$ cat config.mk
export PLATFORM = sky130hd
export DESIGN_NAME = block_permutation_cipher_core
export DESIGN_NICKNAME = d
export VERILOG_FILES = /design/src/bpc_pkg.sv /design/src/bpc_front.sv /design/src/bpc_queue.sv /design/src/bpc_back.sv /design/src/block_permutation_cipher_core.sv
export SDC_FILE = /design/constraint.sdc
export NUM_CORES = 1
export LEC_CHECK = 0
export BUFFER_PORTS_ARGS = -buffer_cell sky130_fd_sc_hd__buf_2
export CAP_MARGIN = 20
export CORE_ASPECT_RATIO = 1.1
export CORE_MARGIN = 2
export CORE_UTILIZATION = 60
export DETAILED_ROUTE_END_ITERATION = 10
export PLACE_DENSITY = 0.86
export SLEW_MARGIN = 10
export SYNTH_ARGS = -nofsm -noshare
export SYNTH_HDL_FRONTEND = slang
export SYNTH_SLANG_ARGS = --single-unit
export TNS_END_PERCENT = 100
$ cat constraint.sdc
create_clock -name clk -period 4.9 [get_ports clk]
set_input_delay 0.245 -clock clk [delete_from_list [all_inputs] [get_ports clk]]
set_output_delay 0.245 -clock clk [all_outputs]
set_load 0.05 [all_outputs]
$ cat src/bpc_pkg.sv
// ----------------------------------------------------------------------------
// bpc_pkg
// Shared types and constants for the block permutation cipher core.
// ----------------------------------------------------------------------------
package bpc_pkg;

  // Largest block the design is built for; the key holds sixteen entries.
  localparam int MAX_BLOCK = 16;
  localparam int KEY_SLOTS = 16;
  localparam int SIZE_CAP  = (MAX_BLOCK < KEY_SLOTS) ? MAX_BLOCK : KEY_SLOTS;

  localparam int IDX_W     = $clog2(SIZE_CAP);      // byte position in a block
  localparam int CNT_W     = $clog2(SIZE_CAP + 1);  // byte count, 0..SIZE_CAP
  localparam int KEY_W     = 4;                     // one key entry
  localparam int BS_W      = 5;                     // block_size register
  localparam int BYTE_W    = 8;
  localparam int KEYMAP_W  = KEY_SLOTS * KEY_W;
  localparam int NUM_BANKS = 2;                     // ping-pong block buffers
  localparam int BANK_W    = $clog2(NUM_BANKS);
  localparam int QCNT_W    = $clog2(NUM_BANKS + 1);

  // Configuration port
  localparam int PADDR_W   = 5;
  localparam int PDATA_W   = 64;

  typedef enum logic [1:0] {
    REG_BLOCK_SIZE   = 2'd0,
    REG_DECRYPT_MODE = 2'd1,
    REG_KEY_MAP      = 2'd2,
    REG_PAD_BYTE     = 2'd3
  } cfg_reg_e;

  typedef struct packed {
    logic [BYTE_W-1:0] data_byte;
    logic              end_of_message;
  } in_item_t;

  typedef struct packed {
    logic [BYTE_W-1:0] out_byte;
    logic              last_of_block;
    logic              last_of_message;
  } out_item_t;

  // Front writes one byte into the bank being filled.
  typedef struct packed {
    logic              en;
    logic [IDX_W-1:0]  idx;
    logic [BYTE_W-1:0] data;
  } wr_req_t;

  // Description of a closed block.
  typedef struct packed {
    logic [CNT_W-1:0] fill;
    logic [CNT_W-1:0] size;
    logic             eom;
  } blk_desc_t;

  typedef struct packed {
    logic      en;
    blk_desc_t desc;
  } push_req_t;

  // Back reads the head bank and releases it after the last byte.
  typedef struct packed {
    logic             pop;
    logic [IDX_W-1:0] idx;
  } rd_req_t;

  typedef struct packed {
    logic              valid;
    blk_desc_t         desc;
    logic [BYTE_W-1:0] data;
  } head_t;

endpackage

$ cat src/bpc_front.sv
// ----------------------------------------------------------------------------
// bpc_front
// Accepts message bytes, stores them into the open bank and closes a block
// when it is full or the message ends.
// ----------------------------------------------------------------------------
module bpc_front (
  input  logic                   clk,
  input  logic                   rst,
  input  logic                   byte_valid,
  output logic                   byte_ready,
  input  bpc_pkg::in_item_t      byte_data,
  input  logic [bpc_pkg::BS_W-1:0] block_size,
  input  logic                   q_full,
  output bpc_pkg::wr_req_t       wr,
  output bpc_pkg::push_req_t     push
);
  import bpc_pkg::*;

  logic [CNT_W-1:0] fill;
  logic [CNT_W-1:0] fill_next;
  logic [CNT_W-1:0] fill_inc;
  logic [CNT_W-1:0] eff_size;
  logic             accept;
  logic             close;

  // Size zero acts as one; oversize saturates at the buffer depth.
  always_comb begin
    priority if (block_size == '0) begin
      eff_size = CNT_W'(1);
    end else if (block_size > BS_W'(SIZE_CAP)) begin
      eff_size = CNT_W'(SIZE_CAP);
    end else begin
      eff_size = CNT_W'(block_size);
    end
  end

  assign byte_ready = !q_full;
  assign accept     = byte_valid && byte_ready;
  assign fill_inc   = (fill < CNT_W'(SIZE_CAP)) ? fill + 1'b1 : fill;
  assign close      = (fill_inc >= eff_size) || byte_data.end_of_message;

  always_comb begin
    wr.en     = accept && (fill < CNT_W'(SIZE_CAP));
    wr.idx    = fill[IDX_W-1:0];
    wr.data   = byte_data.data_byte;
    push.en   = accept && close;
    push.desc = '{fill: fill_inc, size: eff_size, eom: byte_data.end_of_message};
    fill_next = fill;
    if (accept) begin
      fill_next = close ? '0 : fill_inc;
    end
  end

  always_ff @(posedge clk) begin
    if (rst) begin
      fill <= '0;
    end else begin
      fill <= fill_next;
    end
  end

endmodule

$ cat src/bpc_queue.sv
// ----------------------------------------------------------------------------
// bpc_queue
// Two block buffers with their descriptors, used in ping-pong order between
// the front and the back.
// ----------------------------------------------------------------------------
module bpc_queue (
  input  logic               clk,
  input  logic               rst,
  input  bpc_pkg::wr_req_t   wr,
  input  bpc_pkg::push_req_t push,
  input  bpc_pkg::rd_req_t   rd,
  output logic               full,
  output bpc_pkg::head_t     head
);
  import bpc_pkg::*;

  logic [BYTE_W-1:0] bank_mem [NUM_BANKS][SIZE_CAP];
  blk_desc_t         desc [NUM_BANKS];
  logic [BANK_W-1:0] wptr;
  logic [BANK_W-1:0] rptr;
  logic [QCNT_W-1:0] count;

  assign full = (count == QCNT_W'(NUM_BANKS));

  always_comb begin
    head.valid = (count != '0);
    head.desc  = desc[rptr];
    head.data  = bank_mem[rptr][rd.idx];
  end

  // Buffer contents and descriptors carry no reset.
  always_ff @(posedge clk) begin
    if (wr.en) begin
      bank_mem[wptr][wr.idx] <= wr.data;
    end
    if (push.en) begin
      desc[wptr] <= push.desc;
    end
  end

  always_ff @(posedge clk) begin
    if (rst) begin
      wptr  <= '0;
      rptr  <= '0;
      count <= '0;
    end else begin
      if (push.en) begin
        wptr <= (wptr == BANK_W'(NUM_BANKS - 1)) ? '0 : wptr + 1'b1;
      end
      if (rd.pop) begin
        rptr <= (rptr == BANK_W'(NUM_BANKS - 1)) ? '0 : rptr + 1'b1;
      end
      unique case ({push.en, rd.pop})
        2'b10:   count <= count + 1'b1;
        2'b01:   count <= count - 1'b1;
        default: count <= count;
      endcase
    end
  end

  a_no_push_when_full: assert property (@(posedge clk) disable iff (rst)
    push.en |-> !full) else $error("block closed with both buffers held");

  a_no_pop_when_empty: assert property (@(posedge clk) disable iff (rst)
    rd.pop |-> head.valid) else $error("buffer released while none held");

endmodule

$ cat src/bpc_back.sv
// ----------------------------------------------------------------------------
// bpc_back
// Emits the head block through an output register, one permuted byte per
// cycle while the result port is not stalled.
// ----------------------------------------------------------------------------
module bpc_back (
  input  logic                        clk,
  input  logic                        rst,
  input  bpc_pkg::head_t              head,
  output bpc_pkg::rd_req_t            rd,
  input  logic                        decrypt_mode,
  input  logic [bpc_pkg::KEYMAP_W-1:0] key_map,
  input  logic [bpc_pkg::BYTE_W-1:0]  pad_byte,
  output logic                        res_valid,
  input  logic                        res_ready,
  output bpc_pkg::out_item_t          res_data
);
  import bpc_pkg::*;

  logic [IDX_W-1:0]  pos;
  logic [KEY_W-1:0]  key_e [SIZE_CAP];
  logic [KEY_W-1:0]  src_idx;
  logic              hit;
  logic              last;
  logic              advance;
  logic [BYTE_W-1:0] byte_val;

  always_comb begin
    for (int k = 0; k < SIZE_CAP; k++) begin
      key_e[k] = key_map[k*KEY_W +: KEY_W];
    end
  end

  // Find the source position for output position pos.
  always_comb begin
    hit     = 1'b0;
    src_idx = '0;
    if (decrypt_mode) begin
      src_idx = key_e[pos];
      hit     = CNT_W'(src_idx) < head.desc.size;
    end else begin
      // Scatter: the highest input index pointing here wins.
      for (int k = 0; k < SIZE_CAP; k++) begin
        if ((CNT_W'(k) < head.desc.size) && (key_e[k] == KEY_W'(pos))) begin
          hit     = 1'b1;
          src_idx = KEY_W'(k);
        end
      end
    end
  end

  assign byte_val = (hit && (CNT_W'(src_idx) < head.desc.fill)) ? head.data : pad_byte;
  assign last     = (CNT_W'(pos) + 1'b1) == head.desc.size;
  assign advance  = head.valid && (!res_valid || res_ready);

  always_comb begin
    rd.idx = src_idx[IDX_W-1:0];
    rd.pop = advance && last;
  end

  always_ff @(posedge clk) begin
    if (advance) begin
      res_data.out_byte        <= byte_val;
      res_data.last_of_block   <= last;
      res_data.last_of_message <= last && head.desc.eom;
    end
  end

  always_ff @(posedge clk) begin
    if (rst) begin
      pos       <= '0;
      res_valid <= 1'b0;
    end else begin
      if (advance) begin
        pos <= last ? '0 : pos + 1'b1;
      end
      if (advance) begin
        res_valid <= 1'b1;
      end else if (res_ready) begin
        res_valid <= 1'b0;
      end
    end
  end

  a_pos_in_block: assert property (@(posedge clk) disable iff (rst)
    head.valid |-> (CNT_W'(pos) < head.desc.size)) else $error("position past block");

  a_pos_rewinds: assert property (@(posedge clk) disable iff (rst)
    rd.pop |=> (pos == '0)) else $error("position not rewound after block");

endmodule

$ cat src/block_permutation_cipher_core.sv
// ----------------------------------------------------------------------------
// block_permutation_cipher_core
// Transposition cipher over blocks of up to sixteen bytes, with an APB-style
// configuration port.
// ----------------------------------------------------------------------------
// Message bytes enter one per cycle while byte_ready is high and are
// gathered into one of two block buffers; a block closes when it holds
// block_size bytes or when the byte marked end_of_message arrives, short
// blocks being filled with pad_byte. The closed block then leaves one
// permuted byte per cycle while res_ready allows; its first byte is loaded
// into the output register once the block is counted in the queue. The rate
// is set by the output stage, which reads one buffered byte per cycle unless
// the result port stalls; with both buffers full (one draining, one closed)
// input stalls until the draining block's last byte is issued. Registers
// sit at byte addresses 0 (block_size), 8 (decrypt_mode), 16 (key_map) and
// 24 (pad_byte); write them only while no block is pending.
module block_permutation_cipher_core (
  input  logic                          clk,
  input  logic                          rst,
  input  logic                          byte_valid,
  output logic                          byte_ready,
  input  bpc_pkg::in_item_t             byte_data,
  output logic                          res_valid,
  input  logic                          res_ready,
  output bpc_pkg::out_item_t            res_data,
  input  logic                          psel,
  input  logic                          penable,
  input  logic                          pwrite,
  input  logic [bpc_pkg::PADDR_W-1:0]   paddr,
  input  logic [bpc_pkg::PDATA_W-1:0]   pwdata,
  output logic [bpc_pkg::PDATA_W-1:0]   prdata,
  output logic                          pready
);
  import bpc_pkg::*;

  logic [BS_W-1:0]     block_size;
  logic                decrypt_mode;
  logic [KEYMAP_W-1:0] key_map;
  logic [BYTE_W-1:0]   pad_byte;
  cfg_reg_e            reg_sel;
  logic                cfg_we;

  wr_req_t   wr;
  push_req_t push;
  rd_req_t   rd;
  head_t     head;
  logic      q_full;

  assign pready  = 1'b1;
  assign reg_sel = cfg_reg_e'(paddr[4:3]);
  assign cfg_we  = psel && penable && pwrite && pready;

  always_ff @(posedge clk) begin
    if (rst) begin
      block_size   <= BS_W'(16);
      decrypt_mode <= 1'b0;
      key_map      <= '0;
      pad_byte     <= '0;
    end else if (cfg_we) begin
      unique case (reg_sel)
        REG_BLOCK_SIZE:   block_size   <= pwdata[BS_W-1:0];
        REG_DECRYPT_MODE: decrypt_mode <= pwdata[0];
        REG_KEY_MAP:      key_map      <= pwdata[KEYMAP_W-1:0];
        REG_PAD_BYTE:     pad_byte     <= pwdata[BYTE_W-1:0];
      endcase
    end
  end

  always_comb begin
    unique case (reg_sel)
      REG_BLOCK_SIZE:   prdata = PDATA_W'(block_size);
      REG_DECRYPT_MODE: prdata = PDATA_W'(decrypt_mode);
      REG_KEY_MAP:      prdata = PDATA_W'(key_map);
      REG_PAD_BYTE:     prdata = PDATA_W'(pad_byte);
    endcase
  end

  bpc_front u_front (
    .clk        (clk),
    .rst        (rst),
    .byte_valid (byte_valid),
    .byte_ready (byte_ready),
    .byte_data  (byte_data),
    .block_size (block_size),
    .q_full     (q_full),
    .wr         (wr),
    .push       (push)
  );

  bpc_queue u_queue (
    .clk  (clk),
    .rst  (rst),
    .wr   (wr),
    .push (push),
    .rd   (rd),
    .full (q_full),
    .head (head)
  );

  bpc_back u_back (
    .clk          (clk),
    .rst          (rst),
    .head         (head),
    .rd           (rd),
    .decrypt_mode (decrypt_mode),
    .key_map      (key_map),
    .pad_byte     (pad_byte),
    .res_valid    (res_valid),
    .res_ready    (res_ready),
    .res_data     (res_data)
  );

endmodule

-- Word-level counts from Yosys, hierarchy flattened
Memories as Yosys holds them, arrays and structs flattened. A register that Yosys moved wholly into a read port is not among the register bits.
Cells that the tools add are included.
Widths: inputs -> output; s select.
- reductions and logical operators: 39
- add/subtract/negate cells: 7
- equal/unequal tests: 23
- bitwise gates (word level): 3
- $lt $le $gt $ge: 25
- muxes and demuxes: 61
- operators by type and width (operator ; number):
    $pmux 64 s4 ; 1
    $mux 128 ; 1
    $eq 4x4->1 ; 16
    $mux 4 ; 12
    $lt 4x5->1 const A ; 8
    $bmux 8 s4 ; 1
    $demux 8 s4 ; 1
    $mux 8 ; 4
    $mux 1 ; 29
    $logic_and 1x1->1 ; 26
    $lt 3x5->1 const A ; 4
    $mux 5 ; 4
    $bmux 4 s4 ; 1
    $ge 5x5->1 const B ; 3
    $not 4->5 ; 3
    $mux 3 ; 4
    $lt 1x5->1 const A ; 2
    $lt 2x5->1 const A ; 2
    $lt 4x5->1 ; 2
    $eq 2x2->1 const B ; 4
    $reduce_and 2->1 ; 4
    $reduce_bool 2->1 ; 3
    $add 4x1->5 const B ; 1
    $add 5x1->5 const B ; 1
    other kinds (16) ; 21
- flip-flop bits (word level): 102
- input bits: 85
- RAM bits: 278
- memories: 2
- memory list (memory ; depth ; width ; rd ports ; clocked after Yosys merged registers in ; wr ports ; RTL line ; text):
    u_queue.bank_mem ; 2 ; 128 ; 1 ; 1 ; 1 ; bpc_queue.sv:17 ; logic [BYTE_W-1:0] bank_mem [NUM_BANKS][SIZE_CAP];
    u_queue.desc ; 2 ; 11 ; 1 ; 1 ; 1 ; bpc_queue.sv:18 ; blk_desc_t desc [NUM_BANKS];

-- Longest topological paths before layout
Gate-level depths: netlist of run 1.
- depth in word-level cells: 23
- depth in mapped cells: 16
- depth with buffers taken out: 15

-- Modules after synthesis
Synthesis of run 1 repeated with hierarchy kept, for this count alone.
- cells, all modules: 1235
- area total of the unflattened synthesis: 17800.8 um^2
- modules (own cells, without submodules) (module ; times used ; cells an instance ; seq. area each (um^2) ; area each (um^2)):
    bpc_queue ; 1 ; 466 ; 8448.1 ; 10891.7
    block_permutation_cipher_core ; 1 ; 429 ; 1561.5 ; 3906.2
    bpc_back ; 1 ; 268 ; 400.4 ; 2441.1
    bpc_front ; 1 ; 72 ; 100.1 ; 561.8

-- Worst setup path after synthesis of run 1
Ideal clock, no wire load.
- kind: reg-to-reg
- from: register u_back.pos[0]
- to: register, netlist name u_back.res_data[2]
- setup slack: 1231 ps
- stages on the path, launching flop included: 16
- clock period less this slack: 3669 ps
- data arrival time: 3406 ps
- data required time: 4637 ps
- buffers on the path: 5
- setup time: 263 ps
- path through: dfxtp_1 -> buf_6 -> buf_4 -> buf_4 -> mux4_2 -> mux4_2 -> inv_1 -> a21boi_1 -> buf_4 -> ha_1 -> nand3_1 -> a21oi_1 -> o31ai_4 -> and2_1 -> buf_2 -> a31oi_1
- cells in the longest elaborated chain, start to end: 23
- elaborated cells on any way between the ends: 77
- classes of those cells: order compare: 2; eq/ne: 16; mux: 40; bitwise: 2; reduce/logical: 17
- ends and longest elaborated chain (element ; RTL line ; text):
    start, declared ; bpc_back.sv:20 ; logic [IDX_W-1:0] pos;
    start signal, assigned ; bpc_back.sv:75 ; pos <= last ? '0 : pos + 1'b1;
    $eq 4x4->1 ; bpc_back.sv:44 ; if ((CNT_W'(k) < head.desc.size) && (key_e[k] == KEY_W'(pos))) begin
    $logic_and 1x1->1 ; bpc_back.sv:44 ;
    $mux 1 ; bpc_back.sv:44 ;
    $mux 2 (2 in a row) ; bpc_back.sv:44 ;
    $mux 3 (4 in a row) ; bpc_back.sv:44 ;
    $mux 4 (8 in a row) ; bpc_back.sv:44 ;
    $mux 4 ; bpc_back.sv:38 ; if (decrypt_mode) begin
    $not 4->5 (implied by the code) ; bpc_queue.sv:28 ; head.data = bank_mem[rptr][rd.idx];
    $bmux 8 s4 ; bpc_queue.sv:28 ;
    $mux 8 (implied by the code) (2 in a row) ; bpc_queue.sv:28 ;
    $mux 8 * ; bpc_back.sv:52 ; assign byte_val = (hit && (CNT_W'(src_idx) < head.desc.fill)) ? head.data : pad_byte;
    named net u_back.byte_val[0] ; bpc_back.sv:26 ; logic [BYTE_W-1:0] byte_val;
Mark *: on every way through the listed nets, which the timed path passes. The rest lies on a longest branch. The select of a mux whose other input is x is not followed.
A chain may end at the register's enable or synchronous reset.

-- Worst setup path in the final report of run 1
- from: register u_back.pos[1]
- to: register, netlist name u_back.res_data[4]
- cells in the longest elaborated chain, start to end: 23
- elaborated cells on any way between the ends: 77
- classes of those cells: order compare: 2; eq/ne: 16; mux: 40; bitwise: 2; reduce/logical: 17
- ends and longest elaborated chain (element ; RTL line):
    $eq 4x4->1 ; bpc_back.sv:44
    $logic_and 1x1->1 ; bpc_back.sv:44
    $mux 1 ; bpc_back.sv:44
    $mux 2 (2 in a row) ; bpc_back.sv:44
    $mux 3 (4 in a row) ; bpc_back.sv:44
    $mux 4 (8 in a row) ; bpc_back.sv:44
    $mux 4 ; bpc_back.sv:38
    $not 4->5 (implied by the code) ; bpc_queue.sv:28
    $bmux 8 s4 ; bpc_queue.sv:28
    $mux 8 (implied by the code) (2 in a row) ; bpc_queue.sv:28
    $mux 8 * ; bpc_back.sv:52
    named net u_back.byte_val[2] ; bpc_back.sv:26
Marked as above.

==> metrics, run 1 <==
status=completed; Initial Utilization=0.608; setup TNS=0 ns; Final Hold Vio Count=0; syn nets=1374; Fmax achieved=0.222 GHz; Hold WC Path Type=input pin to register; DR vias/cell=6.27; post-synthesis cell count=1272; P&R area growth vs syn=17.2%; most common cell after layout, fill and taps aside=edfxtp_1; CTS tree=yes; Total Routing Usage GR=0.295; clock tree buffer depth=3; setup bufs post-CTS=0; Post-synth ARST share=0; register area share after synthesis=0.606; Sink Count=381; commonest cells after routing, fill and taps aside=edfxtp_1 (288), nand2_1 (159), buf_2 (157), dfxtp_1 (91), a21oi_1 (90); share of layout cells above drive strength 1=0.217; core area=28500 sq um; nets@finish=1591; vias in the first global route=11903; Core Rows=65; H-tree depth=2; Synth Flop Type=edfxtp_1; max cap viols=0; arrival time worst endpoint=4.77 ns; Synth top area share=0.498; reg2reg start=u_back.pos[1]$_SDFFE_PP0P_; Die H=182 um; clock latency on the worst-skew pair=0.55 ns; fin. max-slew vios=0; DRC viols=0; Synth warnings=0; Setup CP Type=register to register; post-detail-place hpwl=28.2 mm; EDFF count, synth=288; #FFs+latches synth=381; P_leak=7.35 nW; final critical-path required period=4.50 ns; Worst Setup Start Kind=register; FILL cells=1692; clk_skew=0.0246 ns; initial antenna violation count=1; post-synth cell types=67; pin count of the biggest net entering global routing=84; final WL=44.9 mm; I/O Buffers=157; Worst Max-Slew Pin Slew=1.11 ns; # setup viols final=0; global-route wire length before repair=68.5 mm; crit path max fanout=20; hold_ws=0.167 ns; worst hold start=byte_valid; Slew headroom=0.257; Critical path origin=u_back.pos[1]$_SDFFE_PP0P_; Die Wd=166 um; CTS root buffer=clkbuf_16; Setup crit end kind=register; crit share post-route=0.918; DR pass1 iterations=6; placer congestion estimate=0.915; cell taking the most area after synthesis=edfxtp_1; Pwr Density=358 nW/um^2; Avg Cell Area, Syn=13.6 sq um; Max rail drop VDD=0.000306 V; RSZ-0062 raised after global routing=no; synthesized cell area=17400 sq um; Worst Path Required=5.17 ns; grt total ovfl=0; vias after detailed routing=11829; I/O pin total=162; Die ar.=30300 sq um; Multi-input gate area=6310 sq um; First DRT Iteration DRCs=1378; Synth area leaders=edfxtp_1 (50%), dfxtp_1 (11%), mux4_2 (8.6%); TritonCTS buffer count=38; antenna-violating nets left=0; drt wl/cell=23.8 um; CTS clock-pin slew for the worst setup and hold paths=0.06 ns; Worst R2R Setup Slack=0.40 ns; Register Area=10500 sq um
critical path, cell delays in order, from the launching register on:
cell and delay, ns:
dfxtp_1 0.65, buf_4 0.39, xor2_1 0.11, nor4_1 0.50
o2111ai_2 0.27, o21ai_1 0.21, a21oi_1 0.13, o41ai_4 0.11
buf_12 0.26, buf_12 0.22, mux4_1 0.58, a22o_1 0.25
o21ai_0 0.36, a31oi_1 0.18
layout make-up:
type	instances	area share
well taps	368	0.0226
repair buffers	256	0.0858
clock inverters	16	0.00714
clock buffers	51	0.0528
flip-flops and latches	381	0.517
diodes	2	0.000246
multi-input cells	793	0.311
inverters	19	0.00351
cells in the mapped netlist (all sizes together), types with 5 or more instances:
master,instances
edfxtp,288
xor2,53
clkbuf,40
a31oi,12
nand2b,5
a21oi,92
xnor2,25
nand2,159
o21a,5
mux2i,32
nor4,12
o21ai,23
o211ai,5
mux4,83
ha,17
nor3,12
nand4,9
nor2,76
a22oi,16
a22o,16
nand3,18
buf,39
nor2b,9
dfxtp,93
inv,19
and2,59
or3,6
a21o,10
state kept, by name, indices dropped and copies added, names as in the netlist, named ones only:
register,count
u_back.pos,4
key_map,64
u_back.res_data,10
u_queue.desc,22
u_queue.bank_mem,256
u_front.fill,5
u_back.res_valid,1
block_size,5
u_queue.rptr,1
decrypt_mode,1
pad_byte,8
u_queue.count,2
u_queue.wptr,1
path summary, 6_finish.rpt:
check                                 end  cells after the start
max          u_back.res_data[4]$_DFFE_PP_                     13
min          u_front.fill[1]$_SDFFE_PP0P_                      4
max reg2reg  u_back.res_data[4]$_DFFE_PP_                     13
min reg2reg      key_map[32]$_SDFFE_PP0P_                      2
logic make-up (layout without fill, tap and decap cells):
family,after synthesis,count (layout),synth area share
flip-flops,381,381,0.606
AND/OR/NAND/NOR,378,378,0.103
AO/OA/AOI/OAI,200,200,0.0759
multiplexers,119,119,0.132
buffers and inverters,98,342,0.0315
XOR/XNOR,78,78,0.0394
adder cells (fa/ha/maj),17,17,0.0123
other,1,3,0.000216
layer usage:
layer / vias up / global-route usage / share of wire
met3: 138 / 0.0534 / 0.081
met5: - / 0 / 0
met2: 721 / 0.528 / 0.52
met4: 0 / 0.127 / 0.040
li1: 5197 / - / -
met1: 5773 / 0.353 / 0.36
what timing repair did:
item                       CTS  global route
setup endpoints to repair    0             0
gates resized for setup      0             0
hold buffers                71             0
hold endpoints to repair    77             0
power by group:
group	switching, mW	internal, mW
registers	0.0411	3.51
clock network	1.26	1.57
logic	0.488	0.408
metrics by stage:
step	worst slack, ns	area [sq um]	power, mW	util	instances
after global routing	0.142	20300	7.47	0.712	1885
after detailed placement	0.581	18400	4.45	0.644	1746
after CTS	0.436	20300	7.28	0.712	1884
after floorplan	1.23	17400	4.23	-	1272
after global placement	0.595	18400	4.43	0.644	1746
final	0.403	20300	7.27	0.712	1886
No activity file was read; power rests on OpenSTA's default activity.
==> run 2: changes to the inputs <==
--- a/config.mk
+++ b/config.mk
@@ -5,6 +5,7 @@
 export SDC_FILE = /design/constraint.sdc
 export NUM_CORES = 1
 export LEC_CHECK = 0
+export ABC_AREA = 1
 export BUFFER_PORTS_ARGS = -buffer_cell sky130_fd_sc_hd__buf_2
 export CAP_MARGIN = 20
 export CORE_ASPECT_RATIO = 1.1
==> run 2 against run 1 <==
  * The run now ends with hold timing left
  * Total power is 8.5% higher
  * Critical path depth is 13 higher
  * Non-clock buffer count is 43 lower
  * Worst hold slack worse by 0.17 ns
  * Clock skew is 0.0062 ns lower
  * Global-route usage is 0.77 points lower
  * Register-to-register slack better by 0.22 ns
==> metrics, run 2 <==
Top reg by flops=u_queue.bank_mem; met2 wire len=22.4 mm; CTS tree=yes; Pwr Density=388 nW/um^2; DRC viols=0; P_leak=7.66 nW; largest registers=u_queue.bank_mem (256), key_map (64), u_queue.desc (22); CTS root buffer=clkbuf_16; Post-Route M1 WL=17.4 mm; antenna-violating nets left=0; Non-Filler Instances=2327; Max rail drop VDD=0.000322 V; I/O pin total=162; synthesized cell area=17900 sq um; Worst R2R Setup Slack=0.63 ns; Setup CP Type=register to register; synth cell count leaders=edfxtp_1 (288), nand2_1 (265), nand3_1 (216), nor2_1 (171); #FFs+latches synth=381; hold_ws=-0.000665 ns; syn nets=1876; initial antenna violation count=0; Worst path most repeated cell=nand2_1; CP max stage delay=0.69 ns; slowest stage cell, crit path=dfxtp_1; Initial Utilization=0.608; Synth Flop Type=edfxtp_1; CP endpoint=u_back.res_data[2]$_DFFE_PP_; clock latency on the worst-skew pair=0.54 ns; Die ar.=31300 sq um; final WL=45.8 mm; Hold WC Path Type=input pin to register; reg2reg start=u_back.pos[0]$_SDFFE_PP0P_; cts repair resizes=0; Die Wd=169 um; met3 WL=4.35 mm; DR vias/cell=6.05; vias after detailed routing=14067; cell count along the critical path=26; Worst Setup Start Kind=register; pin count of the biggest net entering global routing=136; Reg power frac=0.453; clock share of power=0.365; Internal=5.61 mW; H-tree depth=2; Die H=185 um; Synth area leaders=edfxtp_1 (48%), dfxtp_1 (10%), mux2i_1 (6.9%); Fmax achieved=0.234 GHz; core area=29500 sq um; I/O Buffers=157; RSZ-0062 raised after global routing=no; Final Util=0.690; share of layout cells above drive strength 1=0.153; failing checks=hold timing; Setup crit end kind=register; ANT cells=0; placer congestion estimate=0.949; crit path max fanout=39; kind of cell adding the most delay to the critical path=simple AND/OR/NAND/NOR gates; nets@finish=2027; arrival time worst endpoint=4.66 ns; Sink Count=381; Synth top area share=0.483; drt wl/cell=19.7 um; most frequent cell after synthesis=edfxtp_1; max reg flops=256; Worst Max-Slew Pin Slew=1.13 ns; Final Hold Vio Count=1; First DRT Iteration DRCs=1765; EDFF count, synth=288; # setup viols final=0; crit share post-route=0.872; global-route wire length before repair=69.9 mm; vias in the first global route=13090; final critical-path required period=4.27 ns; clock tree buffer depth=3; Reg-to-Reg End=u_back.res_data[2]$_DFFE_PP_; Core Rows=66; Avg Cell Area, Syn=10.1 sq um; TritonCTS buffer count=38; cell taking the most area after synthesis=edfxtp_1; status=complete, but fails checks; post-synthesis cell count=1774; switching part of the total=0.289; Post-synth ARST share=0; CP Buf/Inv Count=5; DR pass1 iterations=5; Total Routing Usage GR=0.288; highest metal used=met4; post-synth cell types=48; FF-to-FF path depth=26; max cap viols=0; most common cell after layout, fill and taps aside=edfxtp_1; grt total ovfl=0; P&R area growth vs syn=13.4%; post-detail-place hpwl=29.2 mm; register area share after synthesis=0.586; fin. max-slew vios=0; Worst Path Required=5.28 ns; setup TNS=0 ns; Comb power frac=0.182; switching pwr=2.28 mW; Critical path origin=u_back.pos[0]$_SDFFE_PP0P_; Slew headroom=0.245; commonest cells after routing, fill and taps aside=edfxtp_1 (288), nand2_1 (264), nand3_1 (216), nor2_1 (171), buf_2 (162); Synth warnings=0; CTS clock-pin slew for the worst setup and hold paths=0.06 ns; dpl cells=2240; clk_skew=0.0184 ns
run 2: cell count changes after synthesis, moves of 22 or more:
cell / before / now
mux2i_1: 32 / 123
and2_1: 59 / 0
mux4_2: 66 / 0
nand2_1: 159 / 265
nor2_1: 76 / 171
nor3_1: 12 / 34
o21ai_0: 14 / 123
xor2_1: 53 / 24
inv_1: 19 / 120
nand3_1: 18 / 216
run 2: per-layer routing:
layer  track usage  vias to the layer above
met4         0.116                        0
li1              -                     6457
met3        0.0536                      124
met1         0.367                     6700
met2         0.489                      786
met5             0                        -
run 2: worst reg2reg max path, delay by kind of cell (launching register included):
| kind | cells | cell delay, ns |
|---|---|---|
| AOI/OAI and AO/OA | 4 | 0.43 |
| adders and majority gates | 1 | 0.26 |
| buffers and inverters | 5 | 1.31 |
| DFF | 1 | 0.69 |
| and+or+nand+nor | 16 | 1.44 |
run 2: timing repair:
action	in CTS	in global routing
hold buffers	14	0
setup buffers	0	0
hold endpoints to repair	19	0
run 2: final cells by class:
cell class	instances	area (sq um)
flip-flops and latches	381	10500
fillers	2076	9150
multi-input cells	1156	6340
repair buffers	213	1280
clock buffers	47	1030
inverters	135	512
well taps	374	468
clock inverters	21	196
run 2: logic make-up after synthesis:
kind of cell | share of synthesized area
AO/OA/AOI/OAI | 0.0790
XOR/XNOR | 0.0195
adder cells (fa/ha/maj) | 0.0119
buffers and inverters | 0.0616
flip-flops | 0.586
multiplexers | 0.0687
other | 0.000209
AND/OR/NAND/NOR | 0.173
run 2: worst min-delay path by stage:
stage	start	endpoint	slack, ns	cells past startpoint
2_1_floorplan	rst	u_front.fill[0]$_SDFFE_PP0P_	0.31	1
3_3_place_gp	u_queue.rptr$_SDFFE_PP0P_	register	0.44	2
3_5_place_dp	block_size[4]$_SDFFE_PP1P_	u_queue.desc[1][5]$_DFFE_PP_	0.47	0
4_1_cts	pwdata[58]	key_map[58]$_SDFFE_PP0P_	0.0006	3
5_1_grt	pwdata[1]	key_map[1]$_SDFFE_PP0P_	0.004	3
6_report	pwdata[50]	key_map[50]$_SDFFE_PP0P_	-0.0007	3
run 2: power by group through the flow:
stage	Clock [mW]	Sequential [mW]	Combinational, mW
after CTS	2.88	3.57	1.41
after floorplan	0	3.66	0.984
after global placement	0	3.63	1.35
after global routing	3.01	3.57	1.56
final	2.88	3.57	1.44
after detailed placement	0	3.64	1.38
run 2: metrics by stage:
stage / cell area [sq um] / worst slack [ns] / total power, mW
after floorplan: 17900 / 1.88 / 4.65
after global placement: 18900 / 0.869 / 4.98
after detailed placement: 18900 / 0.784 / 5.02
after CTS: 20300 / 0.739 / 7.86
after global routing: 20300 / 0.288 / 8.14
final: 20300 / 0.625 / 7.89
